--- config.mk ---
export PLATFORM = sky130hd
export DESIGN_NAME = http_header_line_parser_unit
export DESIGN_NICKNAME = d
export VERILOG_FILES = /design/src/sv/hhlp_pkg.sv /design/src/sv/hhlp_in_stage.sv /design/src/sv/hhlp_core.sv /design/src/sv/hhlp_out_stage.sv /design/src/sv/http_header_line_parser_unit.sv
export SDC_FILE = /design/constraint.sdc
export NUM_CORES = 1
export LEC_CHECK = 0
export BUFFER_PORTS_ARGS = -buffer_cell sky130_fd_sc_hd__buf_2
export CAP_MARGIN = 10
export CORE_MARGIN = 2
export CORE_UTILIZATION = 39
export CTS_BUF_LIST = sky130_fd_sc_hd__clkbuf_4
export CTS_CLUSTER_DIAMETER = 30
export DETAILED_ROUTE_END_ITERATION = 12
export PLACE_DENSITY = 0.58
export SLEW_MARGIN = 20
export SYNTH_ARGS = -nofsm -noshare
export SYNTH_HDL_FRONTEND = slang
export SYNTH_SLANG_ARGS = --single-unit
--- constraint.sdc ---
create_clock -name clk_i -period 3.84 [get_ports clk_i]
set_input_delay 0.384 -clock clk_i [delete_from_list [all_inputs] [get_ports clk_i]]
set_output_delay 0.384 -clock clk_i [all_outputs]
set_load 0.02 [all_outputs]
--- src/sv/hhlp_pkg.sv ---
// Shared types and byte constants for the HTTP header line parser.
`default_nettype none
package hhlp_pkg;

  localparam logic [7:0] CHAR_CR    = 8'h0D;
  localparam logic [7:0] CHAR_LF    = 8'h0A;
  localparam logic [7:0] CHAR_COLON = 8'h3A;
  localparam logic [7:0] CHAR_SPACE = 8'h20;

  localparam logic [15:0] MAX_VALUE_OFFSET_RESET = 16'd255;

  typedef enum logic [3:0] {
    ST_START  = 4'd0,
    ST_KEY    = 4'd1,
    ST_COLON  = 4'd2,
    ST_SPACE  = 4'd3,
    ST_VALUE  = 4'd4,
    ST_CR     = 4'd5,
    ST_LF     = 4'd6,
    ST_END_CR = 4'd7,
    ST_END_LF = 4'd8,
    ST_ERROR  = 4'd9
  } hhlp_state_e;

  typedef enum logic [3:0] {
    ROLE_SKIP    = 4'd0,
    ROLE_KEY     = 4'd1,
    ROLE_COLON   = 4'd2,
    ROLE_SPACE   = 4'd3,
    ROLE_VALUE   = 4'd4,
    ROLE_CR      = 4'd5,
    ROLE_LF      = 4'd6,
    ROLE_END_CR  = 4'd7,
    ROLE_END_LF  = 4'd8,
    ROLE_BODY    = 4'd9,
    ROLE_ERROR   = 4'd10
  } hhlp_role_e;

  typedef struct packed {
    logic [7:0] data_byte;
    logic       start_of_request;
  } hhlp_in_t;

  typedef struct packed {
    hhlp_role_e  byte_role;
    logic        pair_done;
    logic [15:0] key_length;
    logic [15:0] value_length;
    logic        headers_done;
    logic        parse_error;
  } hhlp_out_t;

endpackage
`default_nettype wire

--- src/sv/hhlp_in_stage.sv ---
// Input register holding one byte item ahead of the parse step.
`default_nettype none
module hhlp_in_stage
  import hhlp_pkg::*;
(
  input  wire      clk_i,
  input  wire      rst_ni,
  input  wire      in_valid_i,
  output logic     in_ready_o,
  input  hhlp_in_t in_item_i,
  input  wire      advance_i,
  output logic     valid_o,
  output hhlp_in_t item_o
);

  logic     valid_q, valid_d;
  hhlp_in_t item_q;

  assign in_ready_o = !valid_q || advance_i;
  assign valid_d    = (in_valid_i && in_ready_o) || (valid_q && !advance_i);

  always_ff @(posedge clk_i or negedge rst_ni) begin
    if (!rst_ni) begin
      valid_q <= 1'b0;
    end else begin
      valid_q <= valid_d;
    end
  end

  always_ff @(posedge clk_i) begin
    if (in_valid_i && in_ready_o) begin
      item_q <= in_item_i;
    end
  end

  assign valid_o = valid_q;
  assign item_o  = item_q;

endmodule
`default_nettype wire

--- src/sv/hhlp_core.sv ---
// Line state machine and length counters; one byte is parsed per advance.
`default_nettype none
module hhlp_core
  import hhlp_pkg::*;
#(
  parameter int LENGTH_BITS = 16
) (
  input  wire         clk_i,
  input  wire         rst_ni,
  input  wire         advance_i,
  input  hhlp_in_t    item_i,
  input  wire  [15:0] max_value_offset_i,
  output hhlp_out_t   result_o
);

  localparam int CW = (LENGTH_BITS > 16) ? LENGTH_BITS : 16;
  localparam logic [CW-1:0] OUT_MAX = CW'(17'h0FFFF);

  hhlp_state_e            state_q, state_d, state_cur;
  logic [LENGTH_BITS-1:0] key_q, key_d, key_cur;
  logic [LENGTH_BITS-1:0] val_q, val_d, val_cur;
  logic [LENGTH_BITS-1:0] key_inc, val_inc;
  logic [CW-1:0]          key_ext, val_ext;
  logic                   err;
  hhlp_out_t              res;

  always_ff @(posedge clk_i or negedge rst_ni) begin
    if (!rst_ni) begin
      state_q <= ST_START;
      key_q   <= '0;
      val_q   <= '0;
    end else if (advance_i) begin
      state_q <= state_d;
      key_q   <= key_d;
      val_q   <= val_d;
    end
  end

  always_comb begin
    logic [7:0] b;
    b         = item_i.data_byte;
    state_cur = item_i.start_of_request ? ST_START : state_q;
    key_cur   = item_i.start_of_request ? '0 : key_q;
    val_cur   = item_i.start_of_request ? '0 : val_q;
    key_inc   = (&key_cur) ? key_cur : key_cur + 1'b1;
    val_inc   = (&val_cur) ? val_cur : val_cur + 1'b1;
    key_ext   = CW'(key_cur);
    val_ext   = CW'(val_cur);

    state_d = state_cur;
    key_d   = key_cur;
    val_d   = val_cur;
    err     = 1'b0;
    res     = '0;
    res.byte_role = ROLE_ERROR;

    case (state_cur)
      ST_START: begin
        if (b == CHAR_CR || b == CHAR_LF) begin
          res.byte_role = ROLE_SKIP;
        end else begin
          state_d       = ST_KEY;
          key_d         = LENGTH_BITS'(1);
          res.byte_role = ROLE_KEY;
        end
      end
      ST_KEY: begin
        if (b == CHAR_COLON) begin
          if (key_cur == '0) begin
            err = 1'b1;
          end else begin
            state_d       = ST_COLON;
            res.byte_role = ROLE_COLON;
          end
        end else if (b == CHAR_CR || b == CHAR_LF) begin
          err = 1'b1;
        end else begin
          key_d         = key_inc;
          res.byte_role = ROLE_KEY;
        end
      end
      ST_COLON: begin
        if (b == CHAR_SPACE) begin
          state_d       = ST_SPACE;
          res.byte_role = ROLE_SPACE;
        end else begin
          err = 1'b1;
        end
      end
      ST_SPACE: begin
        state_d       = ST_VALUE;
        val_d         = LENGTH_BITS'(1);
        res.byte_role = ROLE_VALUE;
      end
      ST_VALUE: begin
        if (b == CHAR_CR) begin
          state_d       = ST_CR;
          res.byte_role = ROLE_CR;
        end else if (val_ext > CW'(max_value_offset_i)) begin
          err = 1'b1;
        end else begin
          val_d         = val_inc;
          res.byte_role = ROLE_VALUE;
        end
      end
      ST_CR: begin
        if (b == CHAR_LF) begin
          state_d          = ST_LF;
          res.byte_role    = ROLE_LF;
          res.pair_done    = 1'b1;
          res.key_length   = (key_ext > OUT_MAX) ? 16'hFFFF : key_ext[15:0];
          res.value_length = (val_ext > OUT_MAX) ? 16'hFFFF : val_ext[15:0];
        end else begin
          err = 1'b1;
        end
      end
      ST_LF: begin
        if (b == CHAR_CR) begin
          state_d       = ST_END_CR;
          res.byte_role = ROLE_END_CR;
        end else begin
          state_d       = ST_KEY;
          key_d         = LENGTH_BITS'(1);
          res.byte_role = ROLE_KEY;
        end
      end
      ST_END_CR: begin
        if (b == CHAR_LF) begin
          state_d          = ST_END_LF;
          res.byte_role    = ROLE_END_LF;
          res.headers_done = 1'b1;
        end else begin
          err = 1'b1;
        end
      end
      ST_END_LF: begin
        res.byte_role = ROLE_BODY;
      end
      default: begin
        state_d       = ST_ERROR;
        res.byte_role = ROLE_ERROR;
      end
    endcase

    if (err) begin
      state_d         = ST_ERROR;
      res             = '0;
      res.byte_role   = ROLE_ERROR;
      res.parse_error = 1'b1;
    end
  end

  assign result_o = res;

endmodule
`default_nettype wire

--- src/sv/hhlp_out_stage.sv ---
// Result register that holds one finished item until the consumer takes it.
`default_nettype none
module hhlp_out_stage
  import hhlp_pkg::*;
(
  input  wire       clk_i,
  input  wire       rst_ni,
  input  wire       in_valid_i,
  input  hhlp_out_t result_i,
  output logic      advance_o,
  output logic      out_valid_o,
  input  wire       out_ready_i,
  output hhlp_out_t out_item_o
);

  logic      valid_q, valid_d;
  hhlp_out_t item_q;

  assign advance_o = in_valid_i && (!valid_q || out_ready_i);
  assign valid_d   = advance_o || (valid_q && !out_ready_i);

  always_ff @(posedge clk_i or negedge rst_ni) begin
    if (!rst_ni) begin
      valid_q <= 1'b0;
    end else begin
      valid_q <= valid_d;
    end
  end

  always_ff @(posedge clk_i) begin
    if (advance_o) begin
      item_q <= result_i;
    end
  end

  assign out_valid_o = valid_q;
  assign out_item_o  = item_q;

endmodule
`default_nettype wire

--- src/sv/http_header_line_parser_unit.sv ---
// Top level of the byte-serial HTTP header line parser.
// Takes one header byte per item and returns one result item per byte, at a
// sustained rate of one item per cycle while out_ready_i stays high.
// Each item passes an input register, the state machine logic and a result
// register; both registers advance together while the result register is free
// or being drained. The user must write the value limit through cfg_we_i and
// cfg_wdata_i only while the block is idle; the block does not enforce this.
`default_nettype none
module http_header_line_parser_unit
  import hhlp_pkg::*;
#(
  parameter int LENGTH_BITS = 16
) (
  input  wire         clk_i,
  input  wire         rst_ni,
  input  wire         in_valid_i,
  output logic        in_ready_o,
  input  hhlp_in_t    in_item_i,
  output logic        out_valid_o,
  input  wire         out_ready_i,
  output hhlp_out_t   out_item_o,
  input  wire         cfg_we_i,
  input  wire  [15:0] cfg_wdata_i
);

  logic [15:0] max_off_q;
  logic        advance;
  logic        stage_valid;
  hhlp_in_t    stage_item;
  hhlp_out_t   result;

  always_ff @(posedge clk_i or negedge rst_ni) begin
    if (!rst_ni) begin
      max_off_q <= MAX_VALUE_OFFSET_RESET;
    end else if (cfg_we_i) begin
      max_off_q <= cfg_wdata_i;
    end
  end

  hhlp_in_stage u_in (
    .clk_i      (clk_i),
    .rst_ni     (rst_ni),
    .in_valid_i (in_valid_i),
    .in_ready_o (in_ready_o),
    .in_item_i  (in_item_i),
    .advance_i  (advance),
    .valid_o    (stage_valid),
    .item_o     (stage_item)
  );

  hhlp_core #(
    .LENGTH_BITS (LENGTH_BITS)
  ) u_core (
    .clk_i              (clk_i),
    .rst_ni             (rst_ni),
    .advance_i          (advance),
    .item_i             (stage_item),
    .max_value_offset_i (max_off_q),
    .result_o           (result)
  );

  hhlp_out_stage u_out (
    .clk_i       (clk_i),
    .rst_ni      (rst_ni),
    .in_valid_i  (stage_valid),
    .result_i    (result),
    .advance_o   (advance),
    .out_valid_o (out_valid_o),
    .out_ready_i (out_ready_i),
    .out_item_o  (out_item_o)
  );

endmodule
`default_nettype wire

==> summary.md, run 1 <==
| Metric | Value |
|---|---|
| Status | `finished clean` |
| Antenna-violating nets left | `0` |
| Net Count, Synth | `640` |
| GRT Total Usage | `between 15 and 20%` |
| Num CTS Buffers | `9` |
| Async S/R FF share, synth | `52.9%` |
| Clk_lat worst skew | `500 ps` |
| Hold_ws | `roughly 59 ps` |
| Crit-path max FO | `35` |
| Final Net Count | `a little over 700` |
| Core ar. | `14400 µm²` |
| CTS clk-pin slew, worst paths | `150 ps` |
| Largest buffer count on any clock path | `2` |
| Largest net degree at the start of global routing | `39` |
| Initial antenna violation count | `0` |
| Fraction of layout instances using a drive strength above 1 | `around 20%` |
| RSZ-0062 raised after global routing | `no` |
| CTS tree | `done` |
| Initial Util | `39.6%` |
| DRC | `0` |
| Vias | `~4700` |
| Hold crit path type | `input port to register` |
| Peak VDD IR | `about 0.00016 V` |
| PwrDens | `around 370 nW/µm²` |
| Starting DRC count in detailed routing | `around 360` |
| Slew Limit Headroom | `48.9%` |
| Final worst path period share | `91.5%` |
| Die ar. | `about 16000 µm²` |
| IO Port Bufs | `70` |
| Pins over their slew limit | `0` |
| Fin. Hold Viols | `0` |
| RD Place Congestion | `approximately 0.9` |
| Hold depth | `1` |
| Reg2Reg Setup Slack | `approximately 330 ps` |
| WP data arrival | `between 3000 and 4000 ps` |
| Sequential fraction of the synthesis area | `49.3%` |
| F_max | `285 MHz` |
| Drt via density | `between 5 and 6` |
| # diodes | `0` |
| Die width | `roughly 120 µm` |
| DP HPWL | `between 10 and 15 mm` |
| Vias in the first global route | `between 4000 and 5000` |
| Distinct cells, synth | `74` |
| Dpl cells | `829` |
| Grt met3 use | `around 3.0%` |
| Setup TNS | `0 ps` |
| M2 GR Usage | `27.9%` |
| P_leak | `0.00267 µW` |
| GRT busiest layer | `met2` |
| First-pass GRT wire length | `~23 mm` |
| Final Skew | `about 22 ps` |
| Reg2Reg Depth | `12` |
| Root Driver | `clkbuf_4` |
| #FFs+latches synth | `102` |
| Setup-failing EPs final | `0` |
| Drt wl/cell | `between 15 and 20 µm` |
| Area growth syn-to-layout | `11.9%` |
| Max_cap viols | `0` |
| Worst-Margin Slew | `roughly 760 ps` |
| Fin crit period | `about 3500 ps` |
| CP Class | `register to register` |
| Critical Path Source Type | `register` |
| Worst endpoint required time | `4270 ps` |
| Synth Instances | `between 500 and 600` |
| Met1 Usage GRT | `a little over a quarter` |
| GR Overflow Total | `0` |
| Ports | `a little over 70` |
| Most common flop cell mapped by yosys | `edfxtp_1` |
| Detailed Route WL | `around 14 mm` |
| YS warnings | `0` |
| Number of synthesized flops with an enable pin | `48` |
| Die span in y | `about 120 µm` |
| Mapped Avg Cell Area | `9.58 µm²` |
| Critical Path End Type | `register` |
| Cell area after synthesis | `roughly 5700 µm²` |
| FP Rows | `44` |
| Finished Layout Cells | `between 800 and 900` |
| CTS sink cnt | `between 100 and 150` |
| Drt first pass iters | `5` |
| Cts repair resizes | `0` |
| Maximum level of the CTS H-tree | `3` |
cells in the mapped netlist, types with 12 or more instances:
| cell type | count | area share (%) |
|---|---|---|
| a21oi_1 | 31 | 2.7 |
| and2_1 | 24 | 2.6 |
| clkbuf_1 | 24 | 1.6 |
| dfrtp_1 | 46 | 20 |
| edfxtp_1 | 48 | 25 |
| ha_1 | 17 | 3.7 |
| inv_1 | 27 | 1.8 |
| nand2_1 | 69 | 4.6 |
| nand2b_1 | 12 | 1.3 |
| nand3_1 | 27 | 2.4 |
| nand4_1 | 12 | 1.3 |
| nor2_1 | 50 | 3.3 |
| nor2b_1 | 12 | 1.3 |
| nor3_1 | 16 | 1.4 |
| o21ai_0 | 41 | 3.6 |
logic make-up (layout without fill, tap and decap cells):
logic type	after synthesis	after routing	share of synthesized area (%)
and+or+nand+nor	282	282	27.3
AOI/OAI and AO/OA	121	121	13.2
buffers and inverters	58	127	4.14
DFF	102	102	49.3
xor gates and xnor gates	3	3	0.462
muxes	10	10	1.87
adders and majority gates	17	17	3.74
state kept, by name (all words and copies together), names as in the netlist:
| signal | count |
|---|---|
| u_out.out_item_o | 39 |
| u_core.key_q | 16 |
| u_out.out_valid_o | 1 |
| u_core.val_q | 16 |
| u_in.valid_o | 1 |
| u_in.item_o | 9 |
| u_core.state_q | 4 |
| max_off_q | 16 |
layer usage:
metal	wire length [µm]	vias up	part of all wire (%)
met5	0	-	0
met4	275	0	2.0
met3	869	16	6.2
met2	6400	154	46
met1	6490	2221	46
li1	-	2273	-
final timing paths:
check / from / endpoint
hold / removal: in_item_i[3] / u_in.item_o[3]
setup reg to reg: u_in.item_o[0] / u_core.val_q[8]
max in group asynchronous: rst_ni / max_off_q[4]
hold reg to reg: u_in.valid_o / u_out.out_valid_o
setup / recovery: u_in.item_o[0] / u_core.val_q[8]
min in group asynchronous: rst_ni / u_core.key_q[5]
where the power goes:
| part | switching (µW) | leakage (µW) | internal, µW | total, µW |
|---|---|---|---|---|
| sequential | 85.9 | 0.00116 | 1230 | 1320 |
| clock | 359 | 0.0000743 | 209 | 568 |
| combinational | 293 | 0.00144 | 163 | 455 |
| total | 738 | 0.00267 | 1610 | 2340 |
critical path, stage by stage, from the launching register on:
cell and delay [ps]:
edfxtp_1 650, buf_4 430, nand2b_1 220, inv_2 60
ha_1 280, and4_1 230, nand2_1 80, nor4_2 180
nor2_1 110, nor3b_2 210, nand2_1 300, nor4_1 460
mux2i_1 230
final cells by class:
cell class                      instances  area [µm²]
Timing Repair Buffer                   81         435
Multi-Input combinational cell        433        2650
Tap cell                              184         230
Clock buffer                           11        82.6
Clock inverter                          5        51.3
Inverter                               30         113
Fill cell                            1421        8010
Sequential cell                       102        2800
placed cells by master, fill, tap and decap left out, types with 24 or more instances in the layout:
cell type  instances
a21oi_1           31
nand2_1           69
o21ai_0           41
and2_1            24
inv_1             27
dfrtp_1           46
buf_2             70
edfxtp_1          48
nand3_1           27
nor2_1            50
what timing repair did:
action,CTS,global route
hold endpoints to repair,20,0
hold buffers,1,0
buffers inserted,0,0
metrics by stage:
step	worst slack [ps]	total power [µW]	instance area [µm²]	utilization (%)
after floorplan	79.0	1640	5680	-
after global placement	543	1790	6220	43.3
after detailed placement	403	1800	6220	43.3
after CTS	333	2370	6360	44.3
after global routing	27.7	2470	6360	44.3
final	328	2340	6360	44.3
(Power assumes the default switching activity.)
==> inputs of run 2 (changes only) <==
--- a/config.mk
+++ b/config.mk
@@ -8,11 +8,11 @@
 export BUFFER_PORTS_ARGS = -buffer_cell sky130_fd_sc_hd__buf_2
 export CAP_MARGIN = 10
 export CORE_MARGIN = 2
-export CORE_UTILIZATION = 39
+export CORE_UTILIZATION = 35
 export CTS_BUF_LIST = sky130_fd_sc_hd__clkbuf_4
 export CTS_CLUSTER_DIAMETER = 30
 export DETAILED_ROUTE_END_ITERATION = 12
-export PLACE_DENSITY = 0.58
+export PLACE_DENSITY = 0.53
 export SLEW_MARGIN = 20
 export SYNTH_ARGS = -nofsm -noshare
 export SYNTH_HDL_FRONTEND = slang
==> constraint.sdc (replaced) <==
create_clock -name clk_i -period 3.84 [get_ports clk_i]
set_input_delay 0.384 -clock clk_i [delete_from_list [all_inputs] [get_ports clk_i]]
set_output_delay 0.384 -clock clk_i [all_outputs]
set_load 0.01 [all_outputs]
==> summary.md, run 2 (synthesis results as in run 1) <==
| Metric | Value |
|---|---|
| Hold Crit Endpoint | `u_in.item_o[4]` |
| Largest net degree at the start of global routing | `43 (+10%)` |
| Critical Path Source Type | `register` |
| Hold depth | `1 (unchanged)` |
| Max_cap viols | `0 (unchanged)` |
| Finished Layout Cells | `883 (+4.4%)` |
| Reg power frac | `54.4% (-1.9 points)` |
| Post-layout utilization of the core | `40.7% (-3.6 points)` |
| GRT Total Usage | `17.6% (-0.87 points)` |
| Commonest non-fill, non-tap cell in the layout | `buf_2` |
| Largest buffer count on any clock path | `2 (unchanged)` |
| Detailed Route WL | `14.9 mm (+6.0%)` |
| Slew Limit Headroom | `47.2% (-1.7 points)` |
| Reg2Reg Setup Slack | `480 ps (+150 ps)` |
| Antenna-violating nets left | `0 (unchanged)` |
| Net Sw Frac | `30.4% (-1.1 points)` |
| Critical Path End Type | `register` |
| Final Skew | `20.3 ps (-1.55 ps)` |
| Die ar. | `17300 µm² (+11%)` |
| Worst path cell trace | `buf_4, nor2b_1, ha_1, and4_1, nand4_1, nor4_2, nor2_1, nor3b_2, nand2_1, nor4_1, mux2i_1` |
| Fin. Hold Viols | `0 (unchanged)` |
| DP HPWL | `10.2 mm (+2.2%)` |
| WP data arrival | `3790 ps (-150 ps)` |
| Pins over their slew limit | `0 (unchanged)` |
| Clk pwr share | `27.1% (+2.8 points)` |
| CTS tree | `done` |
| Final worst path period share | `87.5% (-4.0 points)` |
| Dpl cells | `863 (+4.1%)` |
| Worst-Margin Slew | `787 ps (+24.8 ps)` |
| RD Place Congestion | `0.883 (-1.1%)` |
| P_leak | `0.00270 µW (+1.1%)` |
| PwrDens | `375 nW/µm² (+1.8%)` |
| Placed Instance Area | `6270 µm² (+0.89%)` |
| Status | `finished clean` |
| Max reg flops | `39 (unchanged)` |
| Area growth syn-to-layout | `13.7%` |
| Slowest cell on the critical path | `edfxtp_1` |
| Commonest non-fill, non-tap cells in the layout | `70 x buf_2, 69 x nand2_1, 50 x nor2_1` |
| Min-delay src | `in_item_i[4]` |
| Combinational power share | `18.5% (-0.9 points)` |
| Setup-failing EPs final | `0 (unchanged)` |
| Crit-path max FO | `13 (-63%)` |
| IO Port Bufs | `70 (unchanged)` |
| Root Driver | `clkbuf_4` |
| Maximum level of the CTS H-tree | `3 (unchanged)` |
| R2R Path End | `u_core.val_q[8]` |
| CTS sink cnt | `102 (unchanged)` |
| Initial antenna violation count | `1 (+1)` |
| CP Class | `register to register` |
| Hold crit path type | `input port to register` |
| CTS clk-pin slew, worst paths | `160 ps (about the same)` |
| Fill cell total of the finished layout | `1636 (+15%)` |
| Reg2Reg Depth | `11 (-1)` |
| Initial Util | `35.8% (-3.8 points)` |
| Worst endpoint required time | `4270 ps (about the same)` |
| Drt wl/cell | `16.9 µm (+1.6%)` |
| FP Rows | `46 (+4.5%)` |
| Fraction of layout instances using a drive strength above 1 | `20.4% (+0.48 points)` |
| RSZ-0062 raised after global routing | `no` |
| F_max | `298 MHz (+4.5%)` |
| Num CTS Buffers | `9 (unchanged)` |
| DRC | `0 (unchanged)` |
| Die span in y | `131 µm (+5.4%)` |
| Setup TNS | `0 ps (unchanged)` |
| First-pass GRT wire length | `24.4 mm (+6.4%)` |
| Beginning of the worst register-to-register path | `u_in.item_o[0]` |
| Die width | `131 µm (+5.4%)` |
| Starting DRC count in detailed routing | `445 (+24%)` |
| Drt via density | `5.33 (-3.4%)` |
| Vias in the first global route | `4579 (+5.6%)` |
| GR Overflow Total | `0 (unchanged)` |
| Design area | `6460 µm² (+1.6%)` |
| Ports | `71 (unchanged)` |
| Core ar. | `15900 µm² (+11%)` |
| Sw power | `737 µW (-0.13%)` |
| Drt first pass iters | `5 (unchanged)` |
| Max stage delay on crit path | `480 ps (-170 ps)` |
| Clk_lat worst skew | `490 ps (about the same)` |
| P_int | `1690 µW (+5.0%)` |
| Peak VDD IR | `0.000163 V (-0.37%)` |
| Fin crit period | `3360 ps (-153 ps)` |
| Final Net Count | `708 (+0.57%)` |
| Vias | `4703 (+0.84%)` |
[run 2: power groups by stage]
stage	Sequential [µW]	Clock (µW)	Combinational [µW]
final	1320	657	449
after global routing	1330	711	505
after CTS	1320	680	446
after detailed placement	1340	0	443
after global placement	1340	0	437
after floorplan	1310	0	300
[run 2: through the flow]
step / hold WS, ps / setup WS [ps] / power [µW]
after floorplan: 88.4 / 79.0 / 1610
after global placement: 475 / 524 / 1770
after detailed placement: 491 / 356 / 1780
after CTS: 18.0 / 298 / 2450
after global routing: 31.6 / 178 / 2550
final: 57.0 / 481 / 2420
[run 2: how the worst max path moves through the flow]
stage,slack [ps],startpoint,depth (start not counted),to
final,480,u_in.item_o[0],11,u_core.val_q[8]
after global routing,180,u_in.item_o[0],11,u_core.val_q[8]
after CTS,300,u_in.item_o[0],12,u_core.val_q[8]
after detailed placement,360,u_in.item_o[0],12,u_core.val_q[8]
after global placement,520,u_in.item_o[0],12,u_core.val_q[3]
after floorplan,80,u_in.item_o[0],16,u_core.val_q[6]
[run 2: metal layers]
layer | global-route usage, % | share of wire, %
met1 | 25.6 | 50
met2 | 26.7 | 44
met3 | 2.62 | 5.1
met4 | 6.58 | 1.6
met5 | 0 | 0
[run 2: critical path, delay by kind of cell, from the launching register on]
family	cells	cell delay [ps]
muxes	1	220
adders and majority gates	1	230
DFF	1	480
and+or+nand+nor	8	2160
buffers and inverters	1	200
[run 2: cell type report]
cell class	count	area [µm²]	area share, %
timing repair buffer	85	465	7.21
multi-input combinational	433	2650	40.9
clock inverter	4	71.3	1.10
antenna	1	2.50	0.0387
tap	216	270	4.18
clock buffer	12	90.1	1.39
inverter	30	113	1.74
sequential	102	2800	43.4
[run 2: repair_timing]
item / 4_1_cts / 5_1_grt
endpoints found under the setup margin: 0 / 1
buffers inserted: 0 / 2
hold endpoints to repair: 28 / 0
gates resized for setup: 0 / 0
hold buffers: 1 / 0
